`config.mk`:
```
export PLATFORM = sky130hd
export DESIGN_NAME = matrix_multiply
export DESIGN_NICKNAME = d
export VERILOG_FILES = /design/src/design/mm_pkg.sv /design/src/design/mm_store.sv /design/src/design/mm_seq.sv /design/src/design/mm_mac.sv /design/src/design/matrix_multiply.sv
export SDC_FILE = /design/constraint.sdc
export NUM_CORES = 2
export LEC_CHECK = 0
export BUFFER_PORTS_ARGS = -buffer_cell sky130_fd_sc_hd__buf_2
export CAP_MARGIN = 30
export CORE_MARGIN = 2
export CORE_UTILIZATION = 43
export CTS_CLUSTER_SIZE = 16
export DETAILED_ROUTE_END_ITERATION = 7
export PLACE_DENSITY = 0.56
export SETUP_SLACK_MARGIN = 0.5
export SLEW_MARGIN = 20
export SYNTH_ARGS = -nofsm -noshare
export SYNTH_HDL_FRONTEND = slang
export SYNTH_SLANG_ARGS = --single-unit
```
`constraint.sdc`:
```
create_clock -name clock -period 16.91 [get_ports clock]
set_input_delay 2.5365 -clock clock [delete_from_list [all_inputs] [get_ports clock]]
set_output_delay 2.5365 -clock clock [all_outputs]
set_load 0.02 [all_outputs]
```
`src/design/mm_pkg.sv`:
```
// Shared types, constants and helpers for the matrix multiply block.
`default_nettype none

package mm_pkg;

   // Store geometry and element format.
   localparam int MAX_DIM    = 8;
   localparam int DATA_WIDTH = 16;
   localparam int IDX_W      = 3;
   localparam int ADDR_W     = 2 * IDX_W;
   localparam int DEPTH      = MAX_DIM * MAX_DIM;
   localparam int DIM_W      = 4;
   localparam int PROD_W     = 2 * DATA_WIDTH;
   localparam int VALUE_W    = 40;

   // Configuration port.
   localparam int CSR_IDX_W  = 2;
   localparam logic [CSR_IDX_W-1:0] CSR_LEFT_ROWS  = 2'd0;
   localparam logic [CSR_IDX_W-1:0] CSR_INNER_DIM  = 2'd1;
   localparam logic [CSR_IDX_W-1:0] CSR_RIGHT_COLS = 2'd2;

   // Request codes.
   localparam logic REQ_WRITE   = 1'b0;
   localparam logic REQ_COMPUTE = 1'b1;
   localparam logic SEL_LEFT    = 1'b0;
   localparam logic SEL_RIGHT   = 1'b1;

   // One request word.
   typedef struct packed {
      logic                         req_type;
      logic                         matrix_sel;
      logic [IDX_W-1:0]             row_index;
      logic [IDX_W-1:0]             col_index;
      logic signed [DATA_WIDTH-1:0] elem_value;
   } req_word_type;

   // One result word.
   typedef struct packed {
      logic [IDX_W-1:0]          out_row;
      logic [IDX_W-1:0]          out_col;
      logic signed [VALUE_W-1:0] out_value;
      logic                      last;
   } rsp_word_type;

   // Control that travels with each multiply-accumulate step.
   typedef struct packed {
      logic             valid;
      logic             first;
      logic             last_k;
      logic             zero;
      logic             last;
      logic [IDX_W-1:0] row;
      logic [IDX_W-1:0] col;
   } beat_type;

   // A dimension register above the store size is used as the store size.
   function automatic logic [DIM_W-1:0] dim_clamp(input logic [DIM_W-1:0] value);
      logic [DIM_W-1:0] result;
      result = value;
      if (value > DIM_W'(MAX_DIM)) begin
         result = DIM_W'(MAX_DIM);
      end
      return result;
   endfunction

endpackage

`default_nettype wire

```
`src/design/mm_store.sv`:
```
// Element store: one write port, one read port with registered read data.
`default_nettype none

module mm_store (
   input  wire logic                                 clock,
   input  wire logic                                 wr_en,
   input  wire logic [mm_pkg::ADDR_W-1:0]            wr_addr,
   input  wire logic signed [mm_pkg::DATA_WIDTH-1:0] wr_data,
   input  wire logic [mm_pkg::ADDR_W-1:0]            rd_addr,
   output logic signed [mm_pkg::DATA_WIDTH-1:0]      rd_data
);

   logic signed [mm_pkg::DATA_WIDTH-1:0] mem_ff [mm_pkg::DEPTH];

   // Write port.
   always_ff @(posedge clock) begin
      if (wr_en) begin
         mem_ff[wr_addr] <= wr_data;
      end
   end

   // Read port, registered read data.
   always_ff @(posedge clock) begin
      rd_data <= mem_ff[rd_addr];
   end

endmodule

`default_nettype wire

```
`src/design/mm_seq.sv`:
```
// Sequencer that walks row, column and inner index and issues store reads.
`default_nettype none

module mm_seq (
   input  wire logic                          clock,
   input  wire logic                          reset,
   input  wire logic                          start_compute,
   input  wire logic [mm_pkg::DIM_W-1:0]      rows,
   input  wire logic [mm_pkg::DIM_W-1:0]      inner,
   input  wire logic [mm_pkg::DIM_W-1:0]      cols,
   output mm_pkg::beat_type                   beat,
   output logic [mm_pkg::ADDR_W-1:0]          left_addr,
   output logic [mm_pkg::ADDR_W-1:0]          right_addr,
   output logic                               running
);

   typedef enum logic [1:0] {
      SEQ_IDLE = 2'b01,
      SEQ_RUN  = 2'b10
   } seq_state_type;

   seq_state_type                state_ff, state_in;
   logic [mm_pkg::IDX_W-1:0]     i_ff, i_in;
   logic [mm_pkg::IDX_W-1:0]     j_ff, j_in;
   logic [mm_pkg::IDX_W-1:0]     k_ff, k_in;
   logic                         i_last, j_last, k_last;

   // End of each loop level.
   assign k_last = (inner == '0) || ({1'b0, k_ff} + mm_pkg::DIM_W'(1) == inner);
   assign j_last = ({1'b0, j_ff} + mm_pkg::DIM_W'(1) == cols);
   assign i_last = ({1'b0, i_ff} + mm_pkg::DIM_W'(1) == rows);

   // Addresses are row * MAX_DIM + column.
   assign left_addr  = {i_ff, k_ff};
   assign right_addr = {k_ff, j_ff};
   assign running    = (state_ff == SEQ_RUN);

   // Step description for the datapath.
   always_comb begin
      beat        = '0;
      beat.valid  = (state_ff == SEQ_RUN);
      beat.first  = (k_ff == '0);
      beat.last_k = k_last;
      beat.zero   = (inner == '0);
      beat.last   = i_last && j_last;
      beat.row    = i_ff;
      beat.col    = j_ff;
   end

   // Loop counters and run state.
   always_comb begin
      state_in = state_ff;
      i_in     = i_ff;
      j_in     = j_ff;
      k_in     = k_ff;
      case (state_ff)
         SEQ_IDLE: begin
            i_in = '0;
            j_in = '0;
            k_in = '0;
            if (start_compute && rows != '0 && cols != '0) begin
               state_in = SEQ_RUN;
            end
         end
         SEQ_RUN: begin
            if (k_last) begin
               k_in = '0;
               if (j_last) begin
                  j_in = '0;
                  if (i_last) begin
                     state_in = SEQ_IDLE;
                  end else begin
                     i_in = i_ff + 1'b1;
                  end
               end else begin
                  j_in = j_ff + 1'b1;
               end
            end else begin
               k_in = k_ff + 1'b1;
            end
         end
         default: begin
            state_in = SEQ_IDLE;
         end
      endcase
   end

   always_ff @(posedge clock) begin
      if (reset) begin
         state_ff <= SEQ_IDLE;
         i_ff     <= '0;
         j_ff     <= '0;
         k_ff     <= '0;
      end else begin
         state_ff <= state_in;
         i_ff     <= i_in;
         j_ff     <= j_in;
         k_ff     <= k_in;
      end
   end

endmodule

`default_nettype wire

```
`src/design/mm_mac.sv`:
```
// Multiply-accumulate pipeline and result register.
`default_nettype none

module mm_mac (
   input  wire logic                                 clock,
   input  wire logic                                 reset,
   input  wire mm_pkg::beat_type                     beat,
   input  wire logic signed [mm_pkg::DATA_WIDTH-1:0] left_data,
   input  wire logic signed [mm_pkg::DATA_WIDTH-1:0] right_data,
   output logic                                      pipe_busy,
   output logic                                      rsp_strobe,
   output mm_pkg::rsp_word_type                      rsp_word
);

   mm_pkg::beat_type                     s1_ff, s2_ff;
   logic signed [mm_pkg::PROD_W-1:0]     prod_ff, prod_in;
   logic signed [mm_pkg::VALUE_W-1:0]    acc_ff, acc_in;
   logic                                 rsp_strobe_ff;
   mm_pkg::rsp_word_type                 rsp_word_ff;

   assign pipe_busy  = s1_ff.valid || s2_ff.valid;
   assign rsp_strobe = rsp_strobe_ff;
   assign rsp_word   = rsp_word_ff;

   // Product of the two elements; an empty inner dimension contributes zero.
   always_comb begin
      prod_in = left_data * right_data;
      if (s1_ff.zero) begin
         prod_in = '0;
      end
   end

   // Running sum, restarted on the first term of each result.
   always_comb begin
      acc_in = mm_pkg::VALUE_W'(prod_ff);
      if (!s2_ff.first) begin
         acc_in = acc_ff + mm_pkg::VALUE_W'(prod_ff);
      end
   end

   // Control stages follow the store read and the multiplier.
   always_ff @(posedge clock) begin
      if (reset) begin
         s1_ff         <= '0;
         s2_ff         <= '0;
         rsp_strobe_ff <= 1'b0;
      end else begin
         s1_ff         <= beat;
         s2_ff         <= s1_ff;
         rsp_strobe_ff <= s2_ff.valid && s2_ff.last_k;
      end
   end

   // Datapath registers.
   always_ff @(posedge clock) begin
      prod_ff <= prod_in;
      if (s2_ff.valid) begin
         acc_ff <= acc_in;
      end
      if (s2_ff.valid && s2_ff.last_k) begin
         rsp_word_ff.out_row   <= s2_ff.row;
         rsp_word_ff.out_col   <= s2_ff.col;
         rsp_word_ff.out_value <= acc_in;
         rsp_word_ff.last      <= s2_ff.last;
      end
   end

endmodule

`default_nettype wire

```
`src/design/matrix_multiply.sv`:
```
// A product is computed one term per cycle; dimensions above 8 count as 8, and zero rows
// or columns start no product and produce no results.
// Synchronous reset sets all three dimension registers to 8; store contents are
// undefined until written. Results are strobed for one cycle and cannot be stalled.
`default_nettype none

module matrix_multiply (
   input  wire logic                            clock,
   input  wire logic                            reset,
   input  wire logic                            start,
   output logic                                 busy,
   input  wire mm_pkg::req_word_type            req_word,
   output logic                                 rsp_strobe,
   output mm_pkg::rsp_word_type                 rsp_word,
   input  wire logic                            csr_valid,
   output logic                                 csr_ready,
   input  wire logic [mm_pkg::CSR_IDX_W-1:0]    csr_index,
   input  wire logic [mm_pkg::DIM_W-1:0]        csr_data
);

   logic [mm_pkg::DIM_W-1:0]              left_rows_ff, inner_dim_ff, right_cols_ff;
   logic                                  accept, wr_left, wr_right, start_compute;
   logic                                  running, pipe_busy;
   logic [mm_pkg::ADDR_W-1:0]             wr_addr, left_addr, right_addr;
   logic signed [mm_pkg::DATA_WIDTH-1:0]  left_data, right_data;
   mm_pkg::beat_type                      beat;

   // Word acceptance and decode.
   assign busy          = running || pipe_busy;
   assign accept        = start && !busy;
   assign start_compute = accept && (req_word.req_type == mm_pkg::REQ_COMPUTE);
   assign wr_left  = accept && (req_word.req_type == mm_pkg::REQ_WRITE)
                     && (req_word.matrix_sel == mm_pkg::SEL_LEFT);
   assign wr_right = accept && (req_word.req_type == mm_pkg::REQ_WRITE)
                     && (req_word.matrix_sel == mm_pkg::SEL_RIGHT);
   assign wr_addr  = {req_word.row_index, req_word.col_index};

   // Dimension registers; writes to unused indexes are dropped.
   assign csr_ready = 1'b1;

   always_ff @(posedge clock) begin
      if (reset) begin
         left_rows_ff  <= mm_pkg::DIM_W'(mm_pkg::MAX_DIM);
         inner_dim_ff  <= mm_pkg::DIM_W'(mm_pkg::MAX_DIM);
         right_cols_ff <= mm_pkg::DIM_W'(mm_pkg::MAX_DIM);
      end else if (csr_valid && csr_ready) begin
         case (csr_index)
            mm_pkg::CSR_LEFT_ROWS:  left_rows_ff  <= csr_data;
            mm_pkg::CSR_INNER_DIM:  inner_dim_ff  <= csr_data;
            mm_pkg::CSR_RIGHT_COLS: right_cols_ff <= csr_data;
            default: ;
         endcase
      end
   end

   mm_store u_left_store (
      .clock   (clock),
      .wr_en   (wr_left),
      .wr_addr (wr_addr),
      .wr_data (req_word.elem_value),
      .rd_addr (left_addr),
      .rd_data (left_data)
   );

   mm_store u_right_store (
      .clock   (clock),
      .wr_en   (wr_right),
      .wr_addr (wr_addr),
      .wr_data (req_word.elem_value),
      .rd_addr (right_addr),
      .rd_data (right_data)
   );

   mm_seq u_seq (
      .clock         (clock),
      .reset         (reset),
      .start_compute (start_compute),
      .rows          (mm_pkg::dim_clamp(left_rows_ff)),
      .inner         (mm_pkg::dim_clamp(inner_dim_ff)),
      .cols          (mm_pkg::dim_clamp(right_cols_ff)),
      .beat          (beat),
      .left_addr     (left_addr),
      .right_addr    (right_addr),
      .running       (running)
   );

   mm_mac u_mac (
      .clock      (clock),
      .reset      (reset),
      .beat       (beat),
      .left_data  (left_data),
      .right_data (right_data),
      .pipe_busy  (pipe_busy),
      .rsp_strobe (rsp_strobe),
      .rsp_word   (rsp_word)
   );

endmodule

`default_nettype wire
```
* Word-level counts from Yosys, hierarchy flattened
Memories as Yosys holds them, arrays and structs flattened. A register that Yosys moved wholly into a read port is not among the register bits.
Cells that the tools add are included.
** Word-level totals
- Bits in registers :: 164
- RAM bits :: 2048
- Bits of input ports :: 34
- Memories :: 2
** Cells by class
- Add/subtract/negate cells :: 7
- $mul :: 1
- Magnitude comparators :: 3
- Eq/ne operators :: 12
- Mux-type cells :: 22
- Bitwise gates (word level) :: 2
- Reduce and logical (&&, ||, !) cells :: 25
** Memories
- u_left_store.mem_ff :: words 64, bits a word 16, read ports 1, clocked after Yosys merged registers in 1, write ports 1, RTL line mm_store.sv:13 : logic signed [mm_pkg::DATA_WIDTH-1:0] mem_ff [mm_pkg::DEPTH];
- u_right_store.mem_ff :: words 64, bits a word 16, read ports 1, clocked after Yosys merged registers in 1, write ports 1, RTL line mm_store.sv:13
** Operators by type and width (number)
- adder 40 x 32 -> 40 bit :: 1
- two-way mux 40 bit :: 1
- multiplier 16 x 16 -> 32 bit :: 1
- two-way mux 3 bit :: 6
- case mux 3 bit (2 select lines) :: 3
- adder 3 x 1 -> 4 bit (second input constant) :: 3
- equality test 4 bit :: 3
- greater-than comparator 4 bit (second input constant) :: 3
- two-way mux 4 bit :: 3
- adder 3 x 1 -> 3 bit (second input constant) :: 3
- logical AND 1 bit :: 9
- two-way mux 2 bit :: 4
- != test 2 x 1 -> 1 bit (second input constant) :: 4
- AND reduction 2 bit :: 4
- AND reduction 4 bit :: 2
- nonzero test 4 bit :: 2
- equality test 2 x 1 -> 1 bit (second input constant) :: 2
- equality test 2 bit (second input constant) :: 2
- zero test 4 bit :: 1
- two-way mux 1 bit :: 4
- case mux 2 bit (2 select lines) :: 1
- zero test 3 bit :: 1
- logical OR 1 bit :: 3
- zero test 2 bit :: 1
- 4 further kinds :: 5

* Logic depth before layout (Yosys ltp)
- Depth after elaboration :: 9
- Mapped depth :: 24

* Cells and area by module
A second synthesis with hierarchy kept.
** Second synthesis, totals
- Cells, all modules :: 5490
- Area, all modules :: 97932.7 um^2
** Modules (own cells, without submodules)
- mm_store :: instances 2, cells each 1829, area each 40042.2 um^2, seq. area each 31069.8 um^2
- mm_mac :: instances 1, cells each 1650, area each 16243.1 um^2, seq. area each 3693.5 um^2
- mm_seq :: instances 1, cells each 119, area each 993.5 um^2, seq. area each 220.2 um^2
- matrix_multiply :: instances 1, cells each 63, area each 611.8 um^2, seq. area each 240.2 um^2

* Worst setup path before layout
OpenSTA, ideal clock, no wires.
- Path kind :: register -> register
- From :: register u_left_store.rd_data[15] (netlist name) (read register of u_left_store.mem_ff)
- To :: register u_mac.prod_ff[31] (netlist name)
- Setup time :: 0.122 ns
- Data arrival time :: 5.957 ns
- Data required time :: 16.788 ns
- Setup slack :: 10.831 ns
- Stages on the path, launching flop included :: 22
- Period minus slack after synthesis :: 6.079 ns
- Cell sequence :: dfxtp_1 clkbuf_1 nand2_1 inv_1 fa_1 fa_1 inv_1 fa_1 fa_1 inv_1 fa_1 inv_1 fa_1 inv_1 ha_1 clkbuf_1 a21oi_1 o21ai_0 a22o_1 a311oi_1 o21ai_1 a311o_1
** On the way
- Cells in the longest elaborated chain, start to end :: 1
** RTL lines
- start, declared :: RTL line mm_store.sv:10 : output logic signed [mm_pkg::DATA_WIDTH-1:0] rd_data
- multiplier 16 x 16 -> 32 bit :: RTL line mm_mac.sv:27 : prod_in = left_data * right_data;
- end signal, assigned :: RTL line mm_mac.sv:56 : prod_ff <= prod_in;
- end, declared :: RTL line mm_mac.sv:16 : logic signed [mm_pkg::PROD_W-1:0] prod_ff, prod_in;
No other way between the ends.
A chain may end at the register's enable or synchronous reset.

* Final worst setup path
- From :: register u_right_store.rd_data[1] (netlist name) (read register of u_right_store.mem_ff)
- To :: register u_mac.prod_ff[31] (netlist name)
** On the way
- Cells in the longest elaborated chain, start to end :: 1
** RTL lines (RTL line)
- start, declared :: mm_store.sv:10
- multiplier 16 x 16 -> 32 bit :: mm_mac.sv:27
No other way between the ends.

==> impl_metrics.ini <==
[status]
status = complete, no violations

[pwr]
netSwitchingPower_w = 0.00546
ir_drop_mv = 0.305
p_per_area_nw_per_um2 = 154
leakage_nw = 35.2
swShare_pct = 32.5
intPower_w = 0.0114
pwr-share-comb_pct = 34.0
power_frac_seq_pct = 37.7
power_frac_clock_pct = 28.4

[cts]
postCtsHoldBufs = 0
clock_sinks = 2244
clockRootBuffer = clkbuf_16
numCtsBuffers = 225
cts_setup_buffers = 0
cts_tree = built
ctsHtreeMaxLevel = 4
insertion_delay_ps = 890
cts.repair.resized = 0
cts_buffer_depth = 3
clkSlewWorstSetupHoldPaths_ps = 60

[yosys]
synth_top_area_share_pct = 65.9
yosysMostFrequentCell = edfxtp_1
yosysSeqAreaShare_pct = 68.1
async_reset_ff_share_pct = 0
synth_cells = 5766
synth_flop_cell = edfxtp_1
ys_seq_elements = 2244
synth_common_cells = edfxtp_1, mux2i_1, inv_1
synth_area_um2 = 97300
ys_warn_count = 0
synth_edf_count = 2135
avgSynthCellArea_um2 = 16.9
synth.net_count = 6190
synth_cell_types = 74
synth.area.top_cells = edfxtp_1, mux4_2, fa_1
yosysTopAreaCell = edfxtp_1

[route]
drt_iter0_drc = 5261
avgViaCountPerCell = 5.68
drc = 0
drt_pre_antenna_iters = 5
wl_per_cell_um = 27.5
vias = 52100
postRouteAntennaNets = 0
routed_wl_um = 252000

[sta]
tightest_slew_ps = 1040
setup_viol = 0
post-route-period-util_pct = 39.3
hold_violations = 0
finClkSkew_ps = 42.7
drv_slew = 0
slew_headroom_pct = 31.0
setup_tns_ps = 0
clock.fmax_mhz = 150
rsz0062_at_grt = no
period_minus_slack_ps = 6650

[placement]
post_dp_cell_area_um2 = 102000
dpl.hpwl_um = 155000
routabilityCongestion = 0.900
placedCellCount = 8746
io_buffers = 82

[floorplan]
core_area_um2 = 225000
die_w_um = 480
fp.dieH_um = 480
dieArea_um2 = 230000
num_rows = 174
ios = 84
start_util_pct = 43.3

[worst_setup_path]
critical_path.max_fanout = 16
crit_top_cell = fa_1
reg2reg_depth = 19
endpoint_kind = flip-flop
startpoint = u_right_store.rd_data[1]$_DFF_P_
rr_endpoint = u_mac.prod_ff[31]$_SDFF_PP0_
cp-endpoint = u_mac.prod_ff[31]$_SDFF_PP0_
cp_slowest_cell = fa_1
path_delay_family = adder cells
critPathRequiredTime_ps = 17660
criticalPathCategory = reg -> reg
arrival_ps = 7410
r2r-start = u_right_store.rd_data[1]$_DFF_P_
rrSetupSlack_ps = 10260
path_depth = 19
start_kind = flip-flop
path_cells = nand2_1 > inv_1 > fa_1 > fa_1 > inv_1 > fa_1 > fa_1 > inv_1 > fa_1 > inv_1 > fa_1 > inv_1 > ha_1 > a21oi_1 > o21ai_0 > a22o_1 > a311oi_1 > o21ai_1 > a311o_1
worst_path_largest_cell_delay_ps = 740
cp_num_buf_inv = 5

[final_layout]
multiInputGateArea_um2 = 28600
finalInstanceArea_um2 = 109000
fin_util_pct = 48.5
instances_no_fill = 9175
drive_gt1_share_pct = 15.1
syn_to_final_growth_pct = 12.2
fillCellCount = 18700
register_area_um2 = 66300
nets = 6411

[global_route]
grt_pass1_vias = 51900
grt_max_degree = 119
grt_pass1_wl_um = 368000
grt_util_all_layers_pct = 21.9
antenna_found_initial = 16
overflow = 0

[run]
drv_cap = 0

[min_path]
min_path_type = reg -> reg
==> state kept, by name, indices dropped and copies added (netlist names), 10 cells and up <==
signal,count
u_mac.acc_ff,40
u_right_store.rd_data,16
u_left_store.mem_ff,1024
u_right_store.mem_ff,1024
u_mac.s1_ff,11
u_mac.prod_ff,32
u_mac.s2_ff,10
u_mac.rsp_word,47
u_left_store.rd_data,16
==> power groups by stage <==
stage	clock network (W)	registers, W	logic [W]
after CTS	0.00487	0.00633	0.00573
after floorplan	0	0.00641	0.00448
after detailed placement	0	0.00645	0.00571
final	0.00477	0.00633	0.00571
after global placement	0	0.00645	0.00563
after global routing	0.00508	0.00634	0.00654
==> layout by cell type (no fill, tap or decap), types with 27 or more instances in the layout <==
cell and instances:
clkinv_1 60, o221ai_1 256, a21oi_1 205, o21ai_0 49, clkbuf_16 227, edfxtp_1 2135
nor2b_1 27, ha_1 127, xor2_1 30, clkbuf_1 60, xnor2_1 38, nor2_1 195
dfxtp_1 100, buf_2 66, inv_1 338, buf_4 207, mux4_2 288, clkinv_2 35
and2_1 135, mux2i_1 524, o22ai_1 130, nand2_1 326, a21o_1 37, fa_1 263
==> area by class of cell <==
cell class / instances / area share (%)
inverters: 340 / 1.17
flip-flops and latches: 2244 / 60.8
well taps: 2992 / 3.43
clock buffers: 292 / 5.47
diodes: 5 / 0.0115
repair buffers: 289 / 2.02
multi-input cells: 2887 / 26.2
clock inverters: 126 / 0.922
==> per-stage QoR <==
stage	hold slack (ps)	power, W	worst slack (ps)
after floorplan	386	0.0109	10830
after global placement	389	0.0121	10280
after detailed placement	389	0.0122	10230
after CTS	386	0.0169	10230
after global routing	397	0.0180	9850
final	397	0.0168	10260
==> metal layers <==
metal / track usage, % / vias up / wire, um
met1: 32.6 / 27300 / 115000
met2: 34.0 / 1689 / 117000
met3: 3.00 / 306 / 14900
li1: - / 22800 / -
met5: 0 / - / 13
met4: 5.23 / 2 / 5240
==> worst min-delay path by stage <==
stage                                   start                            to  slack, ps  depth (start not counted)
finish              u_mac.s2_ff[3]$_SDFF_PP0_  u_mac.rsp_word[44]$_DFFE_PP_        400                          0
global route        u_mac.s2_ff[3]$_SDFF_PP0_  u_mac.rsp_word[44]$_DFFE_PP_        400                          0
CTS                 u_mac.s2_ff[3]$_SDFF_PP0_  u_mac.rsp_word[44]$_DFFE_PP_        390                          0
detailed placement  u_mac.s2_ff[5]$_SDFF_PP0_  u_mac.rsp_word[46]$_DFFE_PP_        390                          0
global placement    u_mac.s2_ff[2]$_SDFF_PP0_  u_mac.rsp_word[43]$_DFFE_PP_        390                          0
floorplan           u_mac.s2_ff[6]$_SDFF_PP0_   u_mac.rsp_word[0]$_DFFE_PP_        390                          0
==> logic make-up after synthesis <==
group / Yosys count / synth area share (%)
AOI/OAI and AO/OA: 791 / 5.64
xor gates and xnor gates: 68 / 0.612
adders and majority gates: 390 / 7.04
buffers and inverters: 635 / 2.57
DFF: 2244 / 68.1
muxes: 814 / 12.1
other: 1 / 0.00385
and+or+nand+nor: 823 / 3.91
Power figures use the tool's default switching activity.
